### config.mk
export PLATFORM = sky130hd
export DESIGN_NAME = overlap_window_framer_top
export DESIGN_NICKNAME = d
export VERILOG_FILES = /design/src/rtl/owf_pkg.sv /design/src/rtl/overlap_window_framer_top.sv /design/src/rtl/owf_ram.sv
export SDC_FILE = /design/constraint.sdc
export NUM_CORES = 2
export LEC_CHECK = 0
export BUFFER_PORTS_ARGS = -buffer_cell sky130_fd_sc_hd__buf_2
export CAP_MARGIN = 10
export CORE_UTILIZATION = 63
export DETAILED_ROUTE_END_ITERATION = 6
export PLACE_DENSITY = 0.8
export SLEW_MARGIN = 20
export SYNTH_ARGS = -nofsm -noshare
export SYNTH_HDL_FRONTEND = slang
export SYNTH_SLANG_ARGS = --single-unit
export TNS_END_PERCENT = 5
### constraint.sdc
create_clock -name i_clk -period 7.75 [get_ports i_clk]
set_input_delay 0.775 -clock i_clk [delete_from_list [all_inputs] [get_ports i_clk]]
set_output_delay 0.775 -clock i_clk [all_outputs]
set_load 0.02 [all_outputs]
### src/rtl/owf_pkg.sv
// Shared field widths, codes and output layout of the overlap window framer.
package owf_pkg;

    localparam int COEF_INDEX_W = 6;
    localparam int CFG_W        = 7;
    localparam int PRODUCT_W    = 32;
    localparam int FRAME_W      = 16;
    localparam int POS_W        = 6;

    // Output tdata: product, then frame index, then position, padded to bytes.
    localparam int OUT_FIELDS_W = PRODUCT_W + FRAME_W + POS_W;
    localparam int OUT_TDATA_W  = ((OUT_FIELDS_W + 7) / 8) * 8;
    localparam int OUT_FRAME_LO = PRODUCT_W;
    localparam int OUT_POS_LO   = PRODUCT_W + FRAME_W;

    // Input tuser bit layout.
    localparam int USER_ACTION_BIT = 0;
    localparam int USER_NEW_BIT    = 1;
    localparam int IN_TUSER_W      = 2;

    // Item kinds carried in the action bit.
    localparam logic ACT_LOAD   = 1'b0;
    localparam logic ACT_SAMPLE = 1'b1;

endpackage

### src/rtl/overlap_window_framer_top.sv
// Top level of the overlap window framer: ring and window memories, frame sequencer, multiplier.
//
// The block cuts a stream of samples into frames of L samples that overlap by half
// (hop = floor(L/2)) and multiplies each frame by a window held in memory.
// Input channel s_axis: tuser bit 0 selects a window load (0) or a sample (1);
// tuser bit 1 marks the first sample of a new signal, which restarts the counts.
// A load writes one window coefficient, and a sample is written into the ring
// memory. When a sample completes a frame, the sequencer reads one word of the
// ring and one of the window per cycle while the receiver does not stall, and the
// input stays not ready until the whole frame has been read out.
// Each of the two memories has a single read port.
// Output channel m_axis: one transfer per frame position, tlast on the last one.
// After the transfer of the sample that completes a frame, the sequencer enters readout;
// each product then passes the memory read, the multiply and the output register.
// When the receiver stalls, the whole read/multiply pipeline holds, including
// the memory read registers; the input can still take items while a finished
// result waits, as long as no frame is being read out.
// Reset (synchronous, active low) sets L to MAX_WINDOW_LEN and clears the counts
// and the output valid. Memory contents are not cleared; window entries must be
// loaded before use. Writing the length register also restarts the signal.
module overlap_window_framer_top
    import owf_pkg::*;
#(
    parameter int MAX_WINDOW_LEN = 64,
    parameter int SAMPLE_BITS    = 16
) (
    input  logic                    i_clk,
    input  logic                    i_rst_n,
    // Length register write.
    input  logic                    i_cfg_we,
    input  logic [CFG_W-1:0]        i_cfg_wdata,
    // Input items.
    input  logic                    s_axis_tvalid,
    output logic                    s_axis_tready,
    // tdata from bit 0: coef_index, coef_value, sample, zero padding.
    input  logic [((COEF_INDEX_W + 2*SAMPLE_BITS + 7) / 8) * 8 - 1:0] s_axis_tdata,
    // tuser from bit 0: action, new_signal.
    input  logic [IN_TUSER_W-1:0]   s_axis_tuser,
    // Result items.
    output logic                    m_axis_tvalid,
    input  logic                    m_axis_tready,
    // tdata from bit 0: product, frame_index, position, zero padding.
    output logic [OUT_TDATA_W-1:0]  m_axis_tdata,
    output logic                    m_axis_tlast
);

    localparam int AW = $clog2(MAX_WINDOW_LEN);
    localparam int LW = $clog2(MAX_WINDOW_LEN + 1);
    localparam int PW = 2 * SAMPLE_BITS;

    typedef enum logic {
        ST_IDLE,
        ST_EMIT
    } t_state_e;

    t_state_e r_state;

    // Input field extraction.
    logic [COEF_INDEX_W-1:0] w_coef_index;
    logic [SAMPLE_BITS-1:0]  w_coef_value;
    logic [SAMPLE_BITS-1:0]  w_sample;
    logic                    w_action;
    logic                    w_new_signal;

    assign w_coef_index = s_axis_tdata[COEF_INDEX_W-1:0];
    assign w_coef_value = s_axis_tdata[COEF_INDEX_W +: SAMPLE_BITS];
    assign w_sample     = s_axis_tdata[COEF_INDEX_W + SAMPLE_BITS +: SAMPLE_BITS];
    assign w_action     = s_axis_tuser[USER_ACTION_BIT];
    assign w_new_signal = s_axis_tuser[USER_NEW_BIT];

    // Control registers.
    logic [LW-1:0]      r_len;
    logic [LW-1:0]      r_until;
    logic [AW-1:0]      r_wp;
    logic [FRAME_W-1:0] r_frame;
    logic [AW-1:0]      r_rd_ptr;
    logic [AW-1:0]      r_pos;
    logic [FRAME_W-1:0] r_emit_frame;

    // Pipeline: stage A is the memory read, stage B the product, then the output register.
    logic               r_a_v;
    logic [FRAME_W-1:0] r_a_frame;
    logic [AW-1:0]      r_a_pos;
    logic               r_a_last;
    logic               r_b_v;
    logic [PRODUCT_W-1:0] r_b_prod;
    logic [FRAME_W-1:0] r_b_frame;
    logic [AW-1:0]      r_b_pos;
    logic               r_b_last;
    logic               r_o_v;
    logic [PRODUCT_W-1:0] r_o_prod;
    logic [FRAME_W-1:0] r_o_frame;
    logic [AW-1:0]      r_o_pos;
    logic               r_o_last;

    function automatic logic [AW-1:0] inc_wrap(input logic [AW-1:0] v);
        logic [AW-1:0] res;
        if (v == AW'(MAX_WINDOW_LEN - 1)) begin
            res = '0;
        end else begin
            res = v + 1'b1;
        end
        return res;
    endfunction

    logic w_in_xfer;
    logic w_load;
    logic w_samp;
    logic w_advance;
    logic w_issue;
    logic w_issue_last;

    assign s_axis_tready = (r_state == ST_IDLE);
    assign w_in_xfer     = s_axis_tvalid && s_axis_tready;
    assign w_load        = w_in_xfer && (w_action == ACT_LOAD) &&
                           (7'(w_coef_index) < 7'(MAX_WINDOW_LEN));
    assign w_samp        = w_in_xfer && (w_action == ACT_SAMPLE);
    assign w_advance     = !r_o_v || m_axis_tready;
    assign w_issue       = (r_state == ST_EMIT) && w_advance;
    assign w_issue_last  = (LW'(r_pos) == r_len - 1'b1);

    // Counts as seen by the current sample after an optional restart.
    logic [AW-1:0]      w_wp_eff;
    logic [LW-1:0]      w_until_eff;
    logic [FRAME_W-1:0] w_frame_eff;
    logic [AW-1:0]      n_wp;
    logic [LW-1:0]      w_next_ext;
    logic [LW-1:0]      w_start_ext;
    logic [LW-1:0]      n_len;

    always_comb begin
        w_wp_eff    = w_new_signal ? '0 : r_wp;
        w_until_eff = w_new_signal ? r_len : r_until;
        w_frame_eff = w_new_signal ? '0 : r_frame;
        n_wp        = inc_wrap(w_wp_eff);
        w_next_ext  = LW'(n_wp);
        // Oldest sample of the frame, modulo the ring depth.
        if (w_next_ext >= r_len) begin
            w_start_ext = w_next_ext - r_len;
        end else begin
            w_start_ext = w_next_ext + (LW'(MAX_WINDOW_LEN) - r_len);
        end
        // Length register clamped to the supported range.
        if (i_cfg_wdata < 7'd2) begin
            n_len = LW'(2);
        end else if (i_cfg_wdata > 7'(MAX_WINDOW_LEN)) begin
            n_len = LW'(MAX_WINDOW_LEN);
        end else begin
            n_len = LW'(i_cfg_wdata);
        end
    end

    // Memories.
    logic [SAMPLE_BITS-1:0] w_ring_q;
    logic [SAMPLE_BITS-1:0] w_win_q;

    owf_ram #(
        .WIDTH (SAMPLE_BITS),
        .DEPTH (MAX_WINDOW_LEN)
    ) u_ring (
        .i_clk   (i_clk),
        .i_we    (w_samp),
        .i_waddr (w_wp_eff),
        .i_wdata (w_sample),
        .i_re    (w_issue),
        .i_raddr (r_rd_ptr),
        .o_rdata (w_ring_q)
    );

    owf_ram #(
        .WIDTH (SAMPLE_BITS),
        .DEPTH (MAX_WINDOW_LEN)
    ) u_window (
        .i_clk   (i_clk),
        .i_we    (w_load),
        .i_waddr (w_coef_index[AW-1:0]),
        .i_wdata (w_coef_value),
        .i_re    (w_issue),
        .i_raddr (r_pos),
        .o_rdata (w_win_q)
    );

    // Product of the two read words, reduced or sign-extended to the output width.
    logic signed [PW-1:0]  w_mul;
    logic [PRODUCT_W-1:0]  w_prod;

    assign w_mul = $signed(w_win_q) * $signed(w_ring_q);

    generate
        if (PW >= PRODUCT_W) begin : g_trunc
            assign w_prod = w_mul[PRODUCT_W-1:0];
        end else begin : g_ext
            assign w_prod = {{(PRODUCT_W - PW){w_mul[PW-1]}}, w_mul};
        end
    endgenerate

    always_ff @(posedge i_clk) begin
        if (!i_rst_n) begin
            r_state <= ST_IDLE;
            r_len   <= LW'(MAX_WINDOW_LEN);
            r_until <= LW'(MAX_WINDOW_LEN);
            r_wp    <= '0;
            r_frame <= '0;
            r_a_v   <= 1'b0;
            r_b_v   <= 1'b0;
            r_o_v   <= 1'b0;
        end else begin
            if (i_cfg_we) begin
                r_len   <= n_len;
                r_until <= n_len;
                r_wp    <= '0;
                r_frame <= '0;
            end

            case (r_state)
                ST_IDLE: begin
                    if (w_samp) begin
                        r_wp <= n_wp;
                        if (w_until_eff > LW'(1)) begin
                            r_until <= w_until_eff - 1'b1;
                            r_frame <= w_frame_eff;
                        end else begin
                            r_until      <= r_len >> 1;
                            r_frame      <= w_frame_eff + 1'b1;
                            r_emit_frame <= w_frame_eff;
                            r_rd_ptr     <= AW'(w_start_ext);
                            r_pos        <= '0;
                            r_state      <= ST_EMIT;
                        end
                    end
                end
                ST_EMIT: begin
                    if (w_issue) begin
                        r_rd_ptr <= inc_wrap(r_rd_ptr);
                        r_pos    <= r_pos + 1'b1;
                        if (w_issue_last) begin
                            r_state <= ST_IDLE;
                        end
                    end
                end
                default: begin
                    r_state <= ST_IDLE;
                end
            endcase

            if (w_advance) begin
                r_a_v     <= w_issue;
                r_a_frame <= r_emit_frame;
                r_a_pos   <= r_pos;
                r_a_last  <= w_issue_last;
                r_b_v     <= r_a_v;
                r_b_prod  <= w_prod;
                r_b_frame <= r_a_frame;
                r_b_pos   <= r_a_pos;
                r_b_last  <= r_a_last;
                r_o_v     <= r_b_v;
                r_o_prod  <= r_b_prod;
                r_o_frame <= r_b_frame;
                r_o_pos   <= r_b_pos;
                r_o_last  <= r_b_last;
            end
        end
    end

    assign m_axis_tvalid = r_o_v;
    assign m_axis_tlast  = r_o_last;
    assign m_axis_tdata  = OUT_TDATA_W'({POS_W'(r_o_pos), r_o_frame, r_o_prod});

endmodule

### src/rtl/owf_ram.sv
// Generic single-clock RAM with one write port and one registered read port.
module owf_ram #(
    parameter int WIDTH = 16,
    parameter int DEPTH = 64
) (
    input  logic                     i_clk,
    input  logic                     i_we,
    input  logic [$clog2(DEPTH)-1:0] i_waddr,
    input  logic [WIDTH-1:0]         i_wdata,
    input  logic                     i_re,
    input  logic [$clog2(DEPTH)-1:0] i_raddr,
    output logic [WIDTH-1:0]         o_rdata
);

    logic [WIDTH-1:0] r_mem [DEPTH];
    logic [WIDTH-1:0] r_rdata;

    always_ff @(posedge i_clk) begin
        if (i_we) begin
            r_mem[i_waddr] <= i_wdata;
        end
        if (i_re) begin
            r_rdata <= r_mem[i_raddr];
        end
    end

    assign o_rdata = r_rdata;

endmodule

== Word-level counts from Yosys, hierarchy flattened ==
Memories as Yosys holds them, arrays and structs flattened. A register that Yosys moved wholly into a read port is not among the register bits.
Cells that the tools add are included.
Storage, ports and cells
  RAM bits: 2048
  output and inout port bits: 59
  memories kept: 2
  logic and storage cells: 92
  input bits: 54
  register bits: 201
Cells by class
  muxes and demuxes: 36
  multipliers: 1
  magnitude comparators: 4
  bitwise operators: 3
  eq/ne operators: 6
  reductions and logical operators: 9
  add/subtract/negate cells: 9
Memories
  u_ring.r_mem: words 64, bits a word 16, read ports 1, clocked after Yosys merged registers in 1, wr ports 1, RTL line owf_ram.sv:15  | logic [WIDTH-1:0] r_mem [DEPTH];
  u_window.r_mem: words 64, bits a word 16, read ports 1, clocked after Yosys merged registers in 1, wr ports 1, RTL line owf_ram.sv:15
Operators by type and width (count)
  16-bit 2-to-1 mux: 5
  6-bit 2-to-1 mux: 13
  7-bit 2-to-1 mux: 7
  16-bit by 16-bit multiplier with 32-bit output: 1
  6-bit one-hot mux with 2 select lines: 2
  6-bit by 1-bit adder with 6-bit output (second input constant): 3
  16-bit by 1-bit adder with 16-bit output (second input constant): 1
  7-bit by 1-bit subtractor with 7-bit output (second input constant): 2
  6-bit equality test (second input constant): 2
  1-bit 2-to-1 mux: 8
  4-bit AND reduction: 2
  6-bit by 7-bit equality test with 1-bit output: 1
  6-bit by 7-bit greater-or-equal comparator with 1-bit output: 1
  7-bit by 1-bit > comparator with 1-bit output (second input constant): 1
  7-bit > comparator (second input constant): 1
  7-bit by 2-bit less-than comparator with 1-bit output (second input constant): 1
  6-bit adder: 1
  1-bit by 6-bit subtractor with 6-bit output (first input constant): 1
  6-bit subtractor: 1
  1-bit logical AND: 4
  2-bit by 1-bit inequality test with 1-bit output (second input constant): 2
  1-bit inverter: 3
  2-bit inequality test (second input constant): 1
  1-bit one-hot mux with 2 select lines: 1
  other kinds (3): 3

== Logic depth before layout (Yosys ltp) ==
  depth after elaboration: 8
  gate-level depth with buffers: 23

== By module ==
Synthesis repeated with hierarchy kept, for this count alone.
Unflattened totals
  cells, all modules: 5331
  area, all modules: 98199.2 um2
Modules (own cells, without submodules)
  owf_ram: times used 2, cells each 1829, sequential area each 31230.0 um2, area an instance 40202.3 um2
  overlap_window_framer_top: times used 1, cells each 1673, sequential area each 5635.4 um2, area an instance 17794.6 um2

== Worst setup path after synthesis ==
No wires, ideal clock.
  path kind: register to register
  start: reg u_ring.r_rdata[2], in the netlist u_ring.o_rdata[2] (read register of u_ring.r_mem)
  end: reg r_b_prod[31], data pin
  cell stages (with the launch flop): 23
  path slack: 1851 ps
  buffers on the path: 2
  arrival time: 5639 ps
  period minus slack after synthesis: 5899 ps
  setup time: 260 ps
  cell sequence: edfxtp_1 -> clkbuf_1 -> and2_1 -> fa_1 -> inv_1 -> fa_1 -> fa_1 -> inv_1 -> fa_1 -> fa_1 -> inv_1 -> fa_1 -> inv_1 -> ha_1 -> clkbuf_1 -> a21oi_1 -> o21ai_0 -> nor2b_1 -> a211o_1 -> a41oi_2 -> o21ai_1 -> o221ai_1 -> xnor2_1
On the way
  word-level cells in the longest chain between the ends: 1
RTL lines
  start, declared: RTL line owf_ram.sv:16  | logic [WIDTH-1:0] r_rdata;
  16-bit by 16-bit multiplier with 32-bit output: RTL line overlap_window_framer_top.sv:187  | assign w_mul = $signed(w_win_q) * $signed(w_ring_q);
  net w_mul[31]: RTL line overlap_window_framer_top.sv:184  | logic signed [PW-1:0] w_mul;
  end signal, assigned: RTL line overlap_window_framer_top.sv:252  | r_b_prod <= w_prod;
  end, declared: RTL line overlap_window_framer_top.sv:86  | logic [PRODUCT_W-1:0] r_b_prod;
The timed path passes the listed nets, and every way through them passes these cells.
A chain may end at the register's enable or synchronous reset.

== Worst setup path after layout ==
  start: reg u_window.r_rdata[8], in the netlist u_window.o_rdata[8] (read register of u_window.r_mem)
  end: reg r_b_prod[30], data pin
On the way
  word-level cells in the longest chain between the ends: 1
RTL lines (RTL line)
  start, declared: owf_ram.sv:16
  16-bit by 16-bit multiplier with 32-bit output: overlap_window_framer_top.sv:187
  net w_mul[30]: overlap_window_framer_top.sv:184
The timed path passes the listed nets, and every way through them passes these cells.

==> results_dict.tcl <==
set metrics [dict create \
    fin_crit_ns 6.89 \
    ys.flop_type "edfxtp_1" \
    ys_types 73 \
    clkLatencyLatePin_ns 0.90 \
    synth_area_mm2 0.0970 \
    grt-ovfl-total 0 \
    cp_max_fo 16 \
    ff2ff_setup_slack_ns 0.86 \
    setup_tns_ns 0 \
    clock_sinks 2281 \
    num_rows 143 \
    vias_per_cell 6.95 \
    layout-drive-gt1-share_pct 25.0 \
    first_pass_iters 6 \
    htree_levels 4 \
    min_path_type "in -> reg" \
    postCtsSetupRepairBufs 0 \
    io_buffers 108 \
    arrival_ns 7.52 \
    top_layer "met5" \
    worst_hold_path.endpoint "r_len[6]" \
    clock.fmax_mhz 145 \
    hold_viol 0 \
    status "finished, final reports clean" \
    coreArea_mm2 0.152 \
    hold_path_startpoint "i_cfg_wdata[6]" \
    vdd_drop_max_uv 259 \
    finish.utilization_pct 70.8 \
    async_flop_share_pct 0 \
    power_density_mw_per_mm2 260 \
    die_area_mm2 0.156 \
    end_kind "flop" \
    slew_violations 0 \
    grtUsageTotal_pct 32.4 \
    grt_pass1_vias 51400 \
    met3WireLength_um 30200 \
    cp.required_ns 8.38 \
    min_delay_path_depth 3 \
    met2_length_um 121000 \
    drt_wl_total_um 248000 \
    start_util_pct 63.7 \
    critical_path.startpoint "u_window.o_rdata[8]" \
    place_inst 6846 \
    numCtsBuffers 211 \
    fill_cells 8343 \
    final_cells 7254 \
    grt_antenna_before_repair 19 \
    area_delta_synth_final_pct 11.2 \
    p_leak_nw 35.9 \
    via_count 50400 \
    syn_avg_cell_area_um2 20.3 \
    wl_per_cell_um 34.2 \
    ant_nets 0 \
    drv_cap 0 \
    grt_pass1_wl_um 359000 \
    cts.hold.buffers_added 0 \
    synth_cells 4777 \
    layout.cells.most_common "edfxtp_1" \
    fin_crit_sh_pct 88.9 \
    grt_max_degree 138 \
    timing.rr.end "r_b_prod[30]" \
    dr.first_iter.drc_count 7661 \
    tightest_slew_ns 1.19 \
    wl_met1_um 84400 \
    clockBufferDepth 3 \
    maxSlewHeadroom_pct 20.8 \
    finalSetupViolCount 0 \
    cts_resized 0 \
    cts_tree "done" \
    synth_seq_cells 2281 \
    hpwl_um 127000 \
    cts_root_buf "clkbuf_16" \
    die_w_um 394 \
    rsz0062_at_grt "false" \
    drcViolationCount 0 \
    final_cell_mix "2241 x edfxtp_1, 672 x mux4_2, 315 x inv_1" \
    critical_path_class "reg -> reg" \
    pin_count 113 \
    ff2ff_path_depth 19 \
    r2r_start "u_window.o_rdata[8]" \
    finalNetCount 5441 \
    ys_warn_count 0 \
    fin_skew_ns 0.0755 \
    clk_pin_slew_ns 0.06 \
    synth-edff-count 2241 \
    die_y_um 394 \
    seq_area_frac_synth_pct 70.2 \
    start_kind "flop" \
    gp_congestion 0.840 \
    power_w 0.0280 \
]
[cells by family (layout without fill, tap and decap cells)]
logic type | after synthesis | in the layout | share of synthesized area, %
flip-flops | 2281 | 2281 | 70.2
multiplexers | 682 | 682 | 15.7
AND/OR/NAND/NOR | 662 | 662 | 3.37
buffers and inverters | 549 | 983 | 2.33
adder cells (fa/ha/maj) | 357 | 357 | 6.64
AO/OA/AOI/OAI | 180 | 180 | 1.18
XOR/XNOR | 65 | 65 | 0.587
other | 1 | 14 | 0.00386
[layer usage]
layer,vias up,GRT usage (%)
met3,796,7.55
li1,19300,-
met4,16,13.7
met1,26100,43.8
met2,4251,51.5
met5,-,0
[per-stage QoR]
stage	setup slack [ns]	area [um2]	hold slack, ns
finish	0.860	108000	0.244
global route	0.532	108000	0.232
CTS	0.886	108000	0.183
detailed placement	1.02	100000	0.405
global placement	1.09	100000	0.401
floorplan	1.85	97000	0.400
[synthesized netlist by cell type, types with 10 or more instances]
cell type | count | area, um2
and2_1 | 140 | 876
buf_2 | 26 | 130
edfxtp_1 | 2241 | 67300
a21boi_0 | 10 | 75.1
xor2_1 | 21 | 184
nand3_1 | 32 | 160
buf_4 | 32 | 240
dfxtp_1 | 40 | 801
clkbuf_1 | 133 | 499
a21oi_1 | 48 | 240
ha_1 | 94 | 1180
nor2_1 | 195 | 732
nand2_1 | 172 | 646
buf_1 | 34 | 128
a21o_1 | 12 | 90.1
mux4_2 | 672 | 15100
nor2b_1 | 35 | 219
fa_1 | 263 | 5270
o21ai_0 | 48 | 240
nand3b_1 | 11 | 82.6
nand2b_1 | 17 | 106
xnor2_1 | 44 | 385
inv_1 | 316 | 1190
[final cells by class]
| cell class | count | area, um2 | area share [%] |
|---|---|---|---|
| clock buffers | 259 | 5510 | 5.11 |
| diodes | 12 | 30.0 | 0.0278 |
| repair buffers | 271 | 1970 | 1.83 |
| well taps | 2030 | 2540 | 2.35 |
| multi-input cells | 1948 | 26800 | 24.8 |
| flip-flops and latches | 2281 | 68100 | 63.1 |
| clock inverters | 136 | 1790 | 1.66 |
| inverters | 317 | 1190 | 1.10 |
[flip-flops by register name, summed over array words and instances, names as in the netlist, 16 cells and up]
signal,flops
u_window.o_rdata,16
u_ring.o_rdata,16
r_b_prod,32
r_emit_frame,16
r_frame,16
r_a_frame,16
u_ring.r_mem,1024
r_o_prod,32
r_b_frame,16
u_window.r_mem,1024
r_o_frame,16
[worst max-delay path, stage by stage (launching register included)]
cell and delay [ns]:
edfxtp_1 0.68, and2_1 0.31, fa_1 0.55, inv_1 0.05, fa_1 0.45, fa_1 0.52, inv_1 0.06, fa_1 0.49
fa_1 0.50, inv_1 0.05, fa_1 0.47, inv_1 0.04, ha_1 0.35, and3_1 0.22, nand3_1 0.09, o21ai_1 0.59
nand4_1 0.27, a31oi_1 0.50, nand2_1 0.14, o311ai_1 0.33
[where the power goes]
group          total, W  switching (W)  internal, W
clock            0.0109        0.00479      0.00613
combinational   0.00320        0.00191      0.00129
sequential       0.0139      0.0000656       0.0139
[worst max-delay path by stage]
stage | cells after the start | slack, ns | endpoint
6_report | 19 | 0.86 | r_b_prod[30]
4_1_cts | 19 | 0.89 | r_b_prod[30]
3_3_place_gp | 19 | 1.09 | r_b_prod[30]
2_1_floorplan | 22 | 1.85 | r_b_prod[31]
3_5_place_dp | 19 | 1.02 | r_b_prod[30]
5_1_grt | 18 | 0.53 | r_b_prod[30]
(Power assumes the default switching activity.)
